## config.mk

```make
export PLATFORM = sky130hd
export DESIGN_NAME = three_channel_interval_timer_flat
export DESIGN_NICKNAME = d
export VERILOG_FILES = /design/src/sv/tct_pkg.sv /design/src/sv/tct_if.sv /design/src/sv/three_channel_interval_timer.sv /design/src/sv/tct_channel.sv /design/src/flat_wrapper.sv
export SDC_FILE = /design/constraint.sdc
export NUM_CORES = 1
export LEC_CHECK = 0
export ABC_AREA = 1
export BUFFER_PORTS_ARGS = -buffer_cell sky130_fd_sc_hd__buf_2
export CAP_MARGIN = 20
export CORE_AREA = 2 2 169 171
export CTS_CLUSTER_SIZE = 28
export DETAILED_ROUTE_END_ITERATION = 6
export DIE_AREA = 0 0 171 173
export GPL_TIMING_DRIVEN = 0
export PLACE_DENSITY = 0.77
export SLEW_MARGIN = 20
export SYNTH_ARGS = -nofsm -noshare
export SYNTH_HDL_FRONTEND = slang
export SYNTH_HIERARCHICAL = 1
export SYNTH_SLANG_ARGS = --single-unit
```

## constraint.sdc

```tcl
create_clock -name clk_i -period 2.9 [get_ports clk_i]
set_input_delay 0.29 -clock clk_i [delete_from_list [all_inputs] [get_ports clk_i]]
set_output_delay 0.29 -clock clk_i [all_outputs]
set_load 0.005 [all_outputs]
```

## src/sv/tct_pkg.sv

```systemverilog
// tct_pkg: types, codes and helper functions of the three-channel interval timer
// no dependencies; used by tct_channel, the top level and the testbench
`default_nettype none

package tct_pkg;

  // channel count: default and the most the port widths allow
  localparam int unsigned NUM_CHANNELS_DEF = 3;
  localparam int unsigned MAX_CHANNELS     = 3;

  // port address of the control word
  localparam logic [2:0] ADDR_CTRL = 3'd3;

  typedef enum logic [1:0] {
    KIND_READ  = 2'd0,
    KIND_WRITE = 2'd1,
    KIND_TICK  = 2'd2,
    KIND_GATE  = 2'd3
  } kind_e;

  // access field of the control word; zero is the latch command
  typedef enum logic [1:0] {
    ACC_LATCH = 2'd0,
    ACC_LSB   = 2'd1,
    ACC_MSB   = 2'd2,
    ACC_WORD  = 2'd3
  } acc_e;

  // operating modes after folding 6 and 7 onto 2 and 3
  localparam logic [2:0] MODE_TC_INT    = 3'd0;
  localparam logic [2:0] MODE_ONESHOT   = 3'd1;
  localparam logic [2:0] MODE_RATE      = 3'd2;
  localparam logic [2:0] MODE_SQUARE    = 3'd3;
  localparam logic [2:0] MODE_SW_STROBE = 3'd4;
  localparam logic [2:0] MODE_HW_STROBE = 3'd5;

  // one decoded transaction as seen by a single channel
  typedef struct packed {
    logic       rd;
    logic       wr;
    logic       ctl;
    logic       tick;
    logic       gate;
    logic [7:0] data;
    logic       gate_level;
  } chan_cmd_t;

  typedef struct packed {
    logic [7:0] read_data;
    logic [2:0] out_levels;
    logic [2:0] prev_out_levels;
  } result_t;

  function automatic logic [2:0] eff_mode(input logic [2:0] m);
    eff_mode = (m[2] && m[1]) ? {1'b0, m[1:0]} : m;
  endfunction

  // bcd correction after a binary decrement, nibbles low to high
  function automatic logic [15:0] bcd_fix(input logic [15:0] v_in);
    logic [15:0] v;
    v = v_in;
    if ((v & 16'h000F) > 16'h0009) v = v - 16'h0006;
    if ((v & 16'h00F0) > 16'h0090) v = v - 16'h0060;
    if ((v & 16'h0F00) > 16'h0900) v = v - 16'h0600;
    if ((v & 16'hF000) > 16'h9000) v = v - 16'h6000;
    bcd_fix = v;
  endfunction

endpackage

`default_nettype wire

```

## src/sv/tct_if.sv

```systemverilog
// tct_in_if / tct_out_if: valid-ready channels of the interval timer
// depends on nothing but the port widths of the timer
`default_nettype none

interface tct_in_if;
  logic       valid;
  logic       ready;
  logic [1:0] kind;
  logic [2:0] address;
  logic [7:0] write_data;
  logic [1:0] gate_channel;
  logic       gate_level;

  modport source (output valid, kind, address, write_data, gate_channel, gate_level,
                  input ready);
  modport sink   (input valid, kind, address, write_data, gate_channel, gate_level,
                  output ready);
endinterface

interface tct_out_if;
  logic       valid;
  logic       ready;
  logic [7:0] read_data;
  logic [2:0] out_levels;
  logic [2:0] prev_out_levels;

  modport source (output valid, read_data, out_levels, prev_out_levels, input ready);
  modport sink   (input valid, read_data, out_levels, prev_out_levels, output ready);
endinterface

`default_nettype wire

```

## src/sv/three_channel_interval_timer.sv

```systemverilog
// three_channel_interval_timer: top level, input register, decode, result register
// depends on tct_pkg, tct_if.sv and tct_channel
`default_nettype none

// Interval timer with up to three 8254-style counter channels. Every input
// transaction (bus read, bus write, counter tick or gate change) yields exactly one
// result carrying the read byte (0xFF unless a data port was read) and the
// current and previous output levels of all channels. One transaction is taken
// per clock. A transaction waits in the input register until it can advance, and
// its result then waits in the result register until it is taken.
// The per-channel register update between them is what bounds the clock. When
// both registers are full and the result is not taken, the input side stalls.

module three_channel_interval_timer #(
  parameter int unsigned NUM_CHANNELS = tct_pkg::NUM_CHANNELS_DEF
) (
  input  wire logic clk_i,
  input  wire logic rst_ni,
  tct_in_if.sink    in_i,
  tct_out_if.source out_o
);

  logic              in_valid_q;
  tct_pkg::kind_e    kind_q;
  logic [2:0]        addr_q;
  logic [7:0]        data_q;
  logic [1:0]        gch_q;
  logic              glv_q;

  logic              out_valid_q;
  tct_pkg::result_t  res_q, res_d;
  logic              bcd_q, bcd_d;

  logic              advance;
  logic              ctl_mode_set;

  tct_pkg::chan_cmd_t cmd       [tct_pkg::MAX_CHANNELS];
  logic [7:0]         rd_ch     [4];
  logic [2:0]         lv, pv;

  assign advance      = in_valid_q && (!out_valid_q || out_o.ready);
  assign in_i.ready   = !in_valid_q || advance;

  always_ff @(posedge clk_i or negedge rst_ni) begin
    if (!rst_ni) begin
      in_valid_q <= 1'b0;
    end else if (in_i.ready) begin
      in_valid_q <= in_i.valid;
    end
  end

  always_ff @(posedge clk_i) begin
    if (in_i.valid && in_i.ready) begin
      kind_q <= tct_pkg::kind_e'(in_i.kind);
      addr_q <= in_i.address;
      data_q <= in_i.write_data;
      gch_q  <= in_i.gate_channel;
      glv_q  <= in_i.gate_level;
    end
  end

  for (genvar c = 0; c < tct_pkg::MAX_CHANNELS; c++) begin : g_chan
    if (c < NUM_CHANNELS) begin : g_on
      always_comb begin
        cmd[c].rd   = advance && kind_q == tct_pkg::KIND_READ && addr_q == 3'(c);
        cmd[c].wr   = advance && kind_q == tct_pkg::KIND_WRITE && addr_q == 3'(c);
        cmd[c].ctl  = advance && kind_q == tct_pkg::KIND_WRITE
                      && addr_q == tct_pkg::ADDR_CTRL && data_q[7:6] == 2'(c);
        cmd[c].tick = advance && kind_q == tct_pkg::KIND_TICK;
        cmd[c].gate = advance && kind_q == tct_pkg::KIND_GATE && gch_q == 2'(c);
        cmd[c].data       = data_q;
        cmd[c].gate_level = glv_q;
      end

      tct_channel u_chan (
        .clk_i     (clk_i),
        .rst_ni    (rst_ni),
        .cmd_i     (cmd[c]),
        .bcd_i     (bcd_q),
        .rd_data_o (rd_ch[c]),
        .out_o     (lv[c]),
        .prev_o    (pv[c])
      );
    end else begin : g_off
      assign cmd[c]   = '0;
      assign rd_ch[c] = 8'hFF;
      assign lv[c]    = 1'b0;
      assign pv[c]    = 1'b0;
    end
  end

  assign rd_ch[3] = 8'hFF;

  // mode-set command to a present channel carries the global bcd flag
  assign ctl_mode_set = advance && kind_q == tct_pkg::KIND_WRITE
                        && addr_q == tct_pkg::ADDR_CTRL
                        && 32'(data_q[7:6]) < NUM_CHANNELS
                        && tct_pkg::acc_e'(data_q[5:4]) != tct_pkg::ACC_LATCH;
  assign bcd_d = ctl_mode_set ? data_q[0] : bcd_q;

  always_comb begin
    res_d.read_data       = 8'hFF;
    if (kind_q == tct_pkg::KIND_READ && !addr_q[2]) res_d.read_data = rd_ch[addr_q[1:0]];
    res_d.out_levels      = lv;
    res_d.prev_out_levels = pv;
  end

  always_ff @(posedge clk_i or negedge rst_ni) begin
    if (!rst_ni) begin
      out_valid_q <= 1'b0;
      bcd_q       <= 1'b0;
    end else begin
      bcd_q <= bcd_d;
      if (advance) begin
        out_valid_q <= 1'b1;
      end else if (out_o.ready) begin
        out_valid_q <= 1'b0;
      end
    end
  end

  always_ff @(posedge clk_i) begin
    if (advance) res_q <= res_d;
  end

  assign out_o.valid           = out_valid_q;
  assign out_o.read_data       = res_q.read_data;
  assign out_o.out_levels      = res_q.out_levels;
  assign out_o.prev_out_levels = res_q.prev_out_levels;

  // a transaction leaving the input register always lands in the result register
  a_advance_fills: assert property (@(posedge clk_i) disable iff (!rst_ni)
    advance |=> out_valid_q)
    else $error("result register not loaded after advance");

  // anything but a read returns the idle byte
  a_nonread_ff: assert property (@(posedge clk_i) disable iff (!rst_ni)
    advance && kind_q != tct_pkg::KIND_READ |=> res_q.read_data == 8'hFF)
    else $error("non-read transaction returned data");

  // with the result register empty the input side never stalls
  a_no_stall: assert property (@(posedge clk_i) disable iff (!rst_ni)
    !out_valid_q |-> in_i.ready)
    else $error("input stalled with empty result register");

  // the bcd flag only moves on a mode-set command
  a_bcd_hold: assert property (@(posedge clk_i) disable iff (!rst_ni)
    !ctl_mode_set |=> $stable(bcd_q))
    else $error("bcd flag changed without a control word");

endmodule

`default_nettype wire

```

## src/sv/tct_channel.sv

```systemverilog
// tct_channel: state and per-transaction update of one counter channel
// depends on tct_pkg
`default_nettype none

module tct_channel (
  input  wire logic              clk_i,
  input  wire logic              rst_ni,
  input  wire tct_pkg::chan_cmd_t cmd_i,
  input  wire logic              bcd_i,
  output logic [7:0]             rd_data_o,
  output logic                   out_o,
  output logic                   prev_o
);

  logic [15:0]   reload_q, reload_d;
  logic [15:0]   count_q, count_d;
  logic [15:0]   latched_q, latched_d;
  logic [1:0]    pend_q, pend_d;
  tct_pkg::acc_e acc_q, acc_d;
  logic [2:0]    mode_q, mode_d;
  logic          tog_q, tog_d;
  logic          wait_rl_q, wait_rl_d;
  logic          wait_gt_q, wait_gt_d;
  logic          gate_q, gate_d;
  logic          out_q, out_d;
  logic          prev_q, prev_d;

  logic [2:0]  m;
  logic [15:0] rd_val;
  logic [15:0] dec;
  logic        rise;

  always_comb begin
    reload_d  = reload_q;
    count_d   = count_q;
    latched_d = latched_q;
    pend_d    = pend_q;
    acc_d     = acc_q;
    mode_d    = mode_q;
    tog_d     = tog_q;
    wait_rl_d = wait_rl_q;
    wait_gt_d = wait_gt_q;
    gate_d    = gate_q;
    out_d     = out_q;
    prev_d    = prev_q;
    rd_data_o = 8'hFF;

    m      = tct_pkg::eff_mode(mode_q);
    rd_val = (pend_q != 2'b00) ? latched_q : count_q;
    dec    = count_q - 16'd1;
    if (bcd_i) dec = tct_pkg::bcd_fix(dec);
    rise   = !gate_q && cmd_i.gate_level;

    if (cmd_i.rd) begin
      case (acc_q)
        tct_pkg::ACC_LSB: begin
          rd_data_o = rd_val[7:0];
          pend_d    = pend_q & 2'b10;
        end
        tct_pkg::ACC_MSB: begin
          rd_data_o = rd_val[15:8];
          pend_d    = pend_q & 2'b01;
        end
        tct_pkg::ACC_WORD: begin
          if (tog_q) begin
            rd_data_o = rd_val[15:8];
            pend_d    = pend_q & 2'b01;
          end else begin
            rd_data_o = rd_val[7:0];
            pend_d    = pend_q & 2'b10;
          end
          tog_d = !tog_q;
        end
        default: ;
      endcase
    end

    if (cmd_i.wr) begin
      case (acc_q)
        tct_pkg::ACC_LSB: begin
          reload_d  = {reload_q[15:8], cmd_i.data};
          wait_rl_d = 1'b0;
          tog_d     = 1'b0;
        end
        tct_pkg::ACC_MSB: begin
          reload_d  = {cmd_i.data, reload_q[7:0]};
          wait_rl_d = 1'b0;
          tog_d     = 1'b0;
        end
        tct_pkg::ACC_WORD: begin
          if (tog_q) begin
            reload_d  = {cmd_i.data, reload_q[7:0]};
            wait_rl_d = 1'b0;
          end else begin
            reload_d  = {reload_q[15:8], cmd_i.data};
            wait_rl_d = 1'b1;
          end
          tog_d = !tog_q;
        end
        default: ;
      endcase
      // counting modes without a gate trigger load straight away
      if (!wait_rl_d && (m == tct_pkg::MODE_TC_INT || m == tct_pkg::MODE_SW_STROBE)) begin
        count_d = reload_d;
      end
    end

    if (cmd_i.ctl) begin
      if (tct_pkg::acc_e'(cmd_i.data[5:4]) == tct_pkg::ACC_LATCH) begin
        latched_d = count_q;
        pend_d    = 2'b11;
      end else begin
        acc_d     = tct_pkg::acc_e'(cmd_i.data[5:4]);
        mode_d    = cmd_i.data[3:1];
        out_d     = (cmd_i.data[3:1] != tct_pkg::MODE_TC_INT);
        wait_rl_d = 1'b1;
        wait_gt_d = 1'b0;
        tog_d     = 1'b0;
      end
    end

    if (cmd_i.tick && !wait_rl_q && !wait_gt_q) begin
      count_d = dec;
      if (dec == 16'd0) begin
        case (m)
          tct_pkg::MODE_TC_INT, tct_pkg::MODE_ONESHOT: begin
            prev_d = out_q;
            out_d  = 1'b1;
          end
          tct_pkg::MODE_RATE: begin
            prev_d  = 1'b0;
            out_d   = 1'b1;
            count_d = reload_q;
          end
          tct_pkg::MODE_SQUARE: begin
            prev_d  = out_q;
            out_d   = !out_q;
            count_d = reload_q;
          end
          tct_pkg::MODE_SW_STROBE: begin
            prev_d = 1'b0;
            out_d  = 1'b1;
          end
          default: out_d = 1'b0;
        endcase
      end
    end

    if (cmd_i.gate) begin
      case (m)
        tct_pkg::MODE_ONESHOT: begin
          if (!wait_rl_q && rise) begin
            prev_d  = out_q;
            out_d   = 1'b0;
            count_d = reload_q;
          end
        end
        tct_pkg::MODE_RATE: begin
          if (!cmd_i.gate_level) begin
            wait_gt_d = 1'b1;
            prev_d    = out_q;
            out_d     = 1'b1;
          end else if (rise) begin
            count_d   = reload_q;
            wait_gt_d = 1'b0;
          end
        end
        tct_pkg::MODE_SQUARE: begin
          if (!cmd_i.gate_level) begin
            wait_gt_d = 1'b1;
          end else if (rise) begin
            count_d   = reload_q;
            wait_gt_d = 1'b0;
          end
        end
        tct_pkg::MODE_SW_STROBE: begin
          if (!cmd_i.gate_level) wait_rl_d = 1'b1;
        end
        tct_pkg::MODE_HW_STROBE: begin
          if (rise) begin
            count_d   = reload_q;
            wait_gt_d = 1'b0;
          end
        end
        default: ;
      endcase
      gate_d = cmd_i.gate_level;
    end
  end

  always_ff @(posedge clk_i or negedge rst_ni) begin
    if (!rst_ni) begin
      reload_q  <= '0;
      count_q   <= '0;
      latched_q <= '0;
      pend_q    <= '0;
      acc_q     <= tct_pkg::ACC_LATCH;
      mode_q    <= '0;
      tog_q     <= 1'b0;
      wait_rl_q <= 1'b0;
      wait_gt_q <= 1'b1;
      gate_q    <= 1'b1;
      out_q     <= 1'b0;
      prev_q    <= 1'b0;
    end else begin
      reload_q  <= reload_d;
      count_q   <= count_d;
      latched_q <= latched_d;
      pend_q    <= pend_d;
      acc_q     <= acc_d;
      mode_q    <= mode_d;
      tog_q     <= tog_d;
      wait_rl_q <= wait_rl_d;
      wait_gt_q <= wait_gt_d;
      gate_q    <= gate_d;
      out_q     <= out_d;
      prev_q    <= prev_d;
    end
  end

  // levels as they stand after this transaction
  assign out_o  = out_d;
  assign prev_o = prev_d;

endmodule

`default_nettype wire

```

## src/flat_wrapper.sv

```systemverilog
// flat-port wrapper written by rule: the top's interface ports become plain ports
module three_channel_interval_timer_flat 
#(
  parameter int unsigned NUM_CHANNELS = tct_pkg::NUM_CHANNELS_DEF
)
  (clk_i, rst_ni, in_i_valid, in_i_kind, in_i_address, in_i_write_data, in_i_gate_channel, in_i_gate_level, in_i_ready, out_o_valid, out_o_read_data, out_o_out_levels, out_o_prev_out_levels, out_o_ready);
  tct_in_if in_i_i ();
  tct_out_if out_o_i ();
  input  wire logic clk_i;
  input  wire logic rst_ni;
  input wire logic [$bits(in_i_i.valid)-1:0] in_i_valid;
  input wire logic [$bits(in_i_i.kind)-1:0] in_i_kind;
  input wire logic [$bits(in_i_i.address)-1:0] in_i_address;
  input wire logic [$bits(in_i_i.write_data)-1:0] in_i_write_data;
  input wire logic [$bits(in_i_i.gate_channel)-1:0] in_i_gate_channel;
  input wire logic [$bits(in_i_i.gate_level)-1:0] in_i_gate_level;
  output wire logic [$bits(in_i_i.ready)-1:0] in_i_ready;
  output wire logic [$bits(out_o_i.valid)-1:0] out_o_valid;
  output wire logic [$bits(out_o_i.read_data)-1:0] out_o_read_data;
  output wire logic [$bits(out_o_i.out_levels)-1:0] out_o_out_levels;
  output wire logic [$bits(out_o_i.prev_out_levels)-1:0] out_o_prev_out_levels;
  input wire logic [$bits(out_o_i.ready)-1:0] out_o_ready;
  assign in_i_i.valid = in_i_valid;
  assign in_i_i.kind = in_i_kind;
  assign in_i_i.address = in_i_address;
  assign in_i_i.write_data = in_i_write_data;
  assign in_i_i.gate_channel = in_i_gate_channel;
  assign in_i_i.gate_level = in_i_gate_level;
  assign in_i_ready = in_i_i.ready;
  assign out_o_valid = out_o_i.valid;
  assign out_o_read_data = out_o_i.read_data;
  assign out_o_out_levels = out_o_i.out_levels;
  assign out_o_prev_out_levels = out_o_i.prev_out_levels;
  assign out_o_i.ready = out_o_ready;
  three_channel_interval_timer #(.NUM_CHANNELS(NUM_CHANNELS)) u_core (.clk_i(clk_i), .rst_ni(rst_ni), .in_i(in_i_i), .out_o(out_o_i));
endmodule
```

After elaboration in Yosys (flattened, before gate mapping). Index checks and enable logic that the tools add are counted.

$add $sub $neg: 15. Order comparisons: 14. Equality and inequality tests: 34. Mux-type cells: 206. Bitwise logic cells: 2. Reductions and logical operators: 104.

Operators by type and width (number): 2-to-1 mux 16 bit (57); case mux 16 bit (3 select lines) (6); 2-to-1 mux 1 bit (92); case mux 8 bit (3 select lines) (3); 2-to-1 mux 8 bit (8); greater-than comparator 16 bit, second input constant (3); zero test 16 bit (3); subtractor 16 x 1 -> 16 bit, second input constant (3); subtractor 16 x 11 -> 16 bit, second input constant (3); subtractor 16 x 15 -> 16 bit, second input constant (3); subtractor 16 x 3 -> 16 bit, second input constant (3); subtractor 16 x 7 -> 16 bit, second input constant (3); case mux 1 bit (2 select lines) (21); logical AND 1 bit (40); greater-than comparator 12 bit, second input constant (3); equality test 3 x 2 -> 1 bit, second input constant (8); greater-than comparator 8 bit, second input constant (3); 2-to-1 mux 2 bit (12); zero test 1 bit (21); equality test 2 bit, second input constant (10); equality test 3 bit, second input constant (6); case mux 2 bit (3 select lines) (3); OR reduction 2 bit (9); binary-select mux 8 bit (select 2 bit) (1); 16 further kinds (51).

Bits in registers: 216. Word-level logic and storage cells: 422.

Longest topological paths before layout.
Word-level depth: 20. Mapped depth: 24.

Cells and area by module. Netlist, hierarchy kept.

By module, submodules not included: tct_channel at u_core.g_chan[1].g_on.u_chan (times used 1, cells each 748, area each 4919.7 sq um, seq. area each 1529.0 sq um); tct_channel at u_core.g_chan[0].g_on.u_chan (times used 1, cells each 732, area each 4799.6 sq um, seq. area each 1529.0 sq um); tct_channel at u_core.g_chan[2].g_on.u_chan (times used 1, cells each 744, area each 4793.3 sq um, seq. area each 1529.0 sq um); three_channel_interval_timer (times used 1, cells each 123, area each 1440.1 sq um, seq. area each 975.9 sq um).

Worst setup path after synthesis. Ideal clock, no wire load.

Path type: reg2reg. From: register u_core.g_chan[1].g_on.u_chan.count_q[0]. To: register u_core.res_q, in the netlist u_core/out_o.out_levels[1], data pin. Setup time: 0.269 ns. Data arrival time: 2.501 ns. Slack: 0.130 ns. Cell stages (with the launch flop): 20. Path buffers: 1. Cells stage by stage: dfrtp_1 -> inv_2 -> ha_1 -> inv_1 -> nor2_1 -> nand4_1 -> nand2_1 -> inv_1 -> ha_1 -> inv_1 -> nand4_1 -> a21oi_1 -> nand2_1 -> nor2_2 -> nand3_4 -> buf_2 -> nand2_1 -> o21ai_1 -> mux2i_1 -> o22ai_1.

Word-level cells in the longest chain between the ends: 19.

Ends and longest elaborated chain: start: declaration (line tct_channel.sv:16) `logic [15:0] count_q, count_d;`; start signal: assignment (line tct_channel.sv:207) `count_q <= count_d;`; subtractor 16 x 1 -> 16 bit (*) (line tct_channel.sv:50) `dec = count_q - 16'd1;`; subtractor 16 x 3 -> 16 bit / greater-than comparator 4 bit (equally long branches) (line tct_pkg.sv:62) `if ((v & 16'h000F) > 16'h0009) v = v - 16'h0006;`; 2-to-1 mux 16 bit (line tct_pkg.sv:62); 2-to-1 mux 16 bit (line tct_channel.sv:51) `if (bcd_i) dec = tct_pkg::bcd_fix(dec);`; subtractor 16 x 7 -> 16 bit / greater-than comparator 8 bit (equally long branches) (line tct_pkg.sv:63) `if ((v & 16'h00F0) > 16'h0090) v = v - 16'h0060;`; 2-to-1 mux 16 bit (line tct_pkg.sv:63); 2-to-1 mux 16 bit (line tct_channel.sv:51); subtractor 16 x 11 -> 16 bit / greater-than comparator 12 bit (equally long branches) (line tct_pkg.sv:64) `if ((v & 16'h0F00) > 16'h0900) v = v - 16'h0600;`; [4 not listed]; 2-to-1 mux 16 bit (*) (line tct_channel.sv:51); zero test 16 bit (*) (line tct_channel.sv:124) `if (dec == 16'd0) begin`; 2-to-1 mux 1 bit (*) (line tct_channel.sv:124); 2-to-1 mux 1 bit (*) (line tct_channel.sv:122) `if (cmd_i.tick && !wait_rl_q && !wait_gt_q) begin`; 2-to-1 mux 1 bit, on equally long branches (line tct_channel.sv:159, tct_channel.sv:152); case mux 1 bit (2 select lines) (line tct_channel.sv:150) `case (m)`; 2-to-1 mux 1 bit (*) (line tct_channel.sv:149) `if (cmd_i.gate) begin`; via u_core.lv[1] (line three_channel_interval_timer.sv:39) `logic [2:0] lv, pv;`; end signal: assignment (line three_channel_interval_timer.sv:123) `if (advance) res_q <= res_d;`; end: declaration (line three_channel_interval_timer.sv:31) `tct_pkg::result_t res_q, res_d;`.

The timed path passes the listed nets; every way through them passes the cells marked *. The select of a mux whose other input is x is not followed. A chain may end at the register's enable or synchronous reset.

Final worst setup path.
From: register u_core.g_chan[1].g_on.u_chan.count_q[1]. To: register u_core.res_q, in the netlist u_core/out_o.out_levels[1], data pin.

The elaborated chain is that of the path after synthesis.

==> results by group <==
Placement
  – Hpwl dp: 40360 um
  – Gpl congestion: 0.9753
  – IO Port Bufs: 35
  – Pre-CTS WS: -1.101 ns
  – Placed cell count: approximately 2800

Logic synthesis
  – Top-area cell type share of the netlist area: between 20% and 30%
  – Sequential share of the synthesized area: 34.87%
  – Cell taking the most area after synthesis: dfrtp_1
  – Yosys warning count: 6
  – Area contributors post-synth: dfrtp_1, nand2_1, o21ai_0
  – Number of flops mapped to enable cells by yosys: 30
  – Net Count, Synth: about 2400
  – Synth Cell Area: around 16000 um2
  – Distinct cells, synth: 61
  – Ys flop type: dfrtp_1
  – Avg Cell Area, Syn: a little under 7 um2
  – Flop and latch count out of synthesis: ~220
  – Synth async-reset ratio: a little under nine tenths
  – Cells after Synth: ~2300

Layout
  – N_diodes: 0
  – Syn-to-layout area delta: 18.44%
  – FF+latch area: 5580 um2
  – Fillcell total: about 2400
  – Layout Cells excl Fill: just under 3000
  – Final #Nets: 2540
  – Multi-input logic area: around 9500 um2
  – Fraction of layout cells with a size suffix above 1: around 16%
  – Post-layout util: 68.39%

Power
  – Worst vdd ir: roughly 0.55 mV
  – Pwr Total: between 10 and 15 mW
  – P_leak: between 8 and 9 nW
  – Pwr/cell area: between 700 and 800 nW/um2

Run status
  – Outcome: finished with violations
  – Failing checks: design-rule violations, negative setup slack

Setup path
  – Critical Path Max Stage Delay: ~0.46 ns
  – Critical Path AT: around 3.3 ns
  – Worst-path fanout max: 5
  – Critical path required time: 3.17 ns
  – Slowest cell on the critical path: dfrtp_2
  – CP Capture Type: register
  – Most frequent CP cell: nand2_2
  – Critical Path Start Type: register
  – Worst Setup Path Type: reg -> reg
  – Cell Chain, Critical Path: buf_12, nor2_4, nand2_4, nor2_4, nand2_2, nand2_2, nand2_2, ha_4, nor2_1, nand2_1, nand2_2, nand3_1, nor2_2, nand3_4, buf_8, nand2_4, o21ai_2, mux2i_1, o22ai_2
  – R2r worst-path depth: 19
  – R2R Setup Slk: -0.08 ns

Timing
  – Final Critical Period: approximately 3.0 ns
  – Fin worst setup slack: -0.08148 ns
  – RSZ-0062 raised after global routing: yes
  – Worst slew pin tran: 0.9004 ns
  – Fin crit share: 102.8%
  – Final Hold Viols: 0
  – FMAX: 335.4 MHz
  – Layout Skew: approximately 0.012 ns
  – Slew HR: 39.51%
  – Final setup viols: 2
  – Worst hold slack: 0.1004 ns
  – Slew Viols, Final: 0

CTS
  – Clock tree buffer depth: 3
  – Clock buffer count from CTS: 26
  – CTS HTree Levels: 1
  – Clock Pin Slew Worst Setup and Hold Paths: around 0.060 ns
  – Clock Latency Late Sink: 0.54 ns
  – CTS sink count: ~220
  – CTS Root Cell: clkbuf_16
  – CTS tree: yes

GRT
  – Initial antenna violation count: 1
  – Grt ovf: 0
  – First-pass GRT wire length: around 87000 um
  – Vias in the first global route: ~16000
  – Largest net degree at the start of global routing: 75
  – GRT Util Overall: 36.78%

Worst hold path
  – Min-delay worst type: in -> reg
  – Hold depth: 4

Floorplanning
  – Die area: a little under 30000 um2
  – Core footprint: between 20000 and 30000 um2
  – Initial Util: 57.74%
  – IO Pins: 36
  – Chip Width: between 150 and 200 um
  – # rows: ~60
  – Die Ht: 173 um

Detailed routing
  – Post-route ant nets: 0
  – DR WL/cell: between 15 and 20 um
  – Vias: roughly 18000
  – DR pass1 iterations: 7
  – DR iter-0 viols: ~2200
  – DRT Wirelength: 56340 um
  – DR DRC count: 1
  – Vias per Instance: ~6.1

Job
  – Max-cap check violation count: 0
-- worst max-delay path, delay by kind of cell (launching register included) --
family                   cells  cell delay (ns)
AO/OA/AOI/OAI                2             0.17
adder cells (fa/ha/maj)      1             0.17
buffers and inverters        2             0.33
flip-flops                   1             0.46
multiplexers                 1             0.18
AND/OR/NAND/NOR             13             1.39
-- cells in the mapped netlist, types with 3 or more instances --
master	count
nor2_8	3
a21oi_1	117
clkbuf_1	75
o22ai_1	22
a21o_1	6
o211ai_1	64
inv_2	13
nand2_4	5
a221oi_1	16
buf_4	3
dfstp_2	6
o31ai_1	3
nand4_1	26
nand3b_1	4
edfxtp_1	30
a32oi_1	3
nor2_1	157
o21bai_1	25
nand3_1	152
nor3_2	5
nand2_1	637
o311ai_1	3
a31o_2	7
o2111ai_1	4
xor2_1	8
nand2_2	23
nor2_2	30
inv_1	245
dfrtp_1	180
nor2_4	14
buf_2	6
mux2i_1	5
o21ai_1	35
nand3_2	7
ha_1	24
o21ai_0	328
nor3_1	19
clkinv_1	3
buf_6	6
-- area by class of cell --
| cell class | count | share of cell area (%) |
|---|---|---|
| Clock buffer | 40 | 4.099 |
| Inverter | 264 | 5.437 |
| Tap cell | 378 | 2.503 |
| Sequential cell | 216 | 29.53 |
| Timing Repair Buffer | 121 | 5.470 |
| Buffer | 93 | 2.437 |
| Clock inverter | 8 | 0.3708 |
| Multi-Input combinational cell | 1774 | 50.15 |
-- timing repair --
item                                    4_1_cts  5_1_grt
pin swaps                                    23       52
gates resized for setup                      69      127
hold buffers                                 18        0
gates cloned                                  0        4
hold endpoints to repair                     74        0
endpoints found under the setup margin       71       65
buffers inserted                             29       33
-- logic make-up (layout without fill, tap and decap cells) --
| family | after synthesis | after routing | synth area share [%] |
|---|---|---|---|
| adders and majority gates | 24 | 24 | 1.882 |
| buffers and inverters | 357 | 526 | 8.925 |
| xor gates and xnor gates | 10 | 10 | 0.6431 |
| and+or+nand+nor | 1086 | 1086 | 30.13 |
| muxes | 5 | 5 | 0.3137 |
| DFF | 216 | 216 | 34.87 |
| AOI/OAI and AO/OA | 649 | 649 | 23.24 |
-- worst paths after layout --
kind,from,end
min,out_o_ready,u_core/in_valid_q$_DFFE_PN0P_
max,u_core/g_chan[1].g_on.u_chan/count_q[1]$_DFF_PN0_,u_core/out_o.out_levels[1]$_DFFE_PP_
max reg2reg,u_core/g_chan[1].g_on.u_chan/count_q[1]$_DFF_PN0_,u_core/out_o.out_levels[1]$_DFFE_PP_
min in group asynchronous,rst_ni,u_core/g_chan[2].g_on.u_chan/latched_q[1]$_DFFE_PN0P_
max in group asynchronous,rst_ni,u_core/g_chan[0].g_on.u_chan/gate_q$_DFFE_PN1P_
min reg2reg,u_core/g_chan[0].g_on.u_chan/latched_q[2]$_DFFE_PN0P_,u_core/g_chan[0].g_on.u_chan/latched_q[2]$_DFFE_PN0P_
-- through the flow --
| stage | TNS (ns) | instance area, um2 |
|---|---|---|
| finish | -0.1074 | 18890 |
| global route | -3.367 | 18890 |
| CTS | 0 | 18140 |
| detailed placement | -43.26 | 16670 |
| global placement | -342.00 | 16600 |
| floorplan | 0 | 15950 |
-- per-layer routing --
metal | share of wire [%] | track usage [%] | vias to the layer above
li1 | - | - | 8196
met1 | 39 | 48.21 | 8218
met2 | 45 | 58.05 | 1040
met3 | 9.4 | 6.752 | 215
met4 | 5.9 | 18.82 | 2
met5 | 0.021 | 0 | -
-- placed cells by master, fill, tap and decap left out, types with 15 or more instances in the layout --
master and count:
a221oi_1 16, o21ai_1 36, o21ai_0 322, o21bai_1 25, inv_1 233, clkbuf_16 31
buf_2 38, buf_4 57, nor2_1 133, dfrtp_1 166, nor2_2 39, nand2_2 64
o211ai_1 64, nand4_1 26, nand3_1 144, nor3_1 15, clkbuf_1 78, nor2_4 29
dlygate4sd3_1 18, inv_2 18, edfxtp_1 30, o22ai_1 21, ha_1 18, nand2_1 594
a21oi_1 114
-- flip-flops by register name, summed over array words and instances, names as in the netlist --
signal,flops
u_core/g_chan.g_on.u_chan/count_q,48
u_core/g_chan.g_on.u_chan/latched_q,48
u_core/g_chan.g_on.u_chan/reload_q,48
u_core/g_chan.g_on.u_chan/mode_q,9
u_core/data_q,8
u_core/out_o.read_data,8
u_core/g_chan.g_on.u_chan/acc_q,6
u_core/g_chan.g_on.u_chan/pend_q,6
u_core/addr_q,3
u_core/g_chan.g_on.u_chan/gate_q,3
u_core/g_chan.g_on.u_chan/out_q,3
u_core/g_chan.g_on.u_chan/prev_q,3
u_core/g_chan.g_on.u_chan/tog_q,3
u_core/g_chan.g_on.u_chan/wait_gt_q,3
u_core/g_chan.g_on.u_chan/wait_rl_q,3
u_core/out_o.out_levels,3
u_core/out_o.prev_out_levels,3
u_core/gch_q,2
u_core/kind_q,2
u_core/bcd_q,1
u_core/glv_q,1
u_core/in_valid_q,1
u_core/out_o.valid,1
-- power breakdown --
part	switching (mW)	total [mW]	internal (mW)
Clock	1.32	3.24	1.92
Sequential	0.811	4.49	3.68
Combinational	4.49	7.04	2.55
Total	6.62	14.8	8.15
No activity file was read; power rests on OpenSTA's default activity.
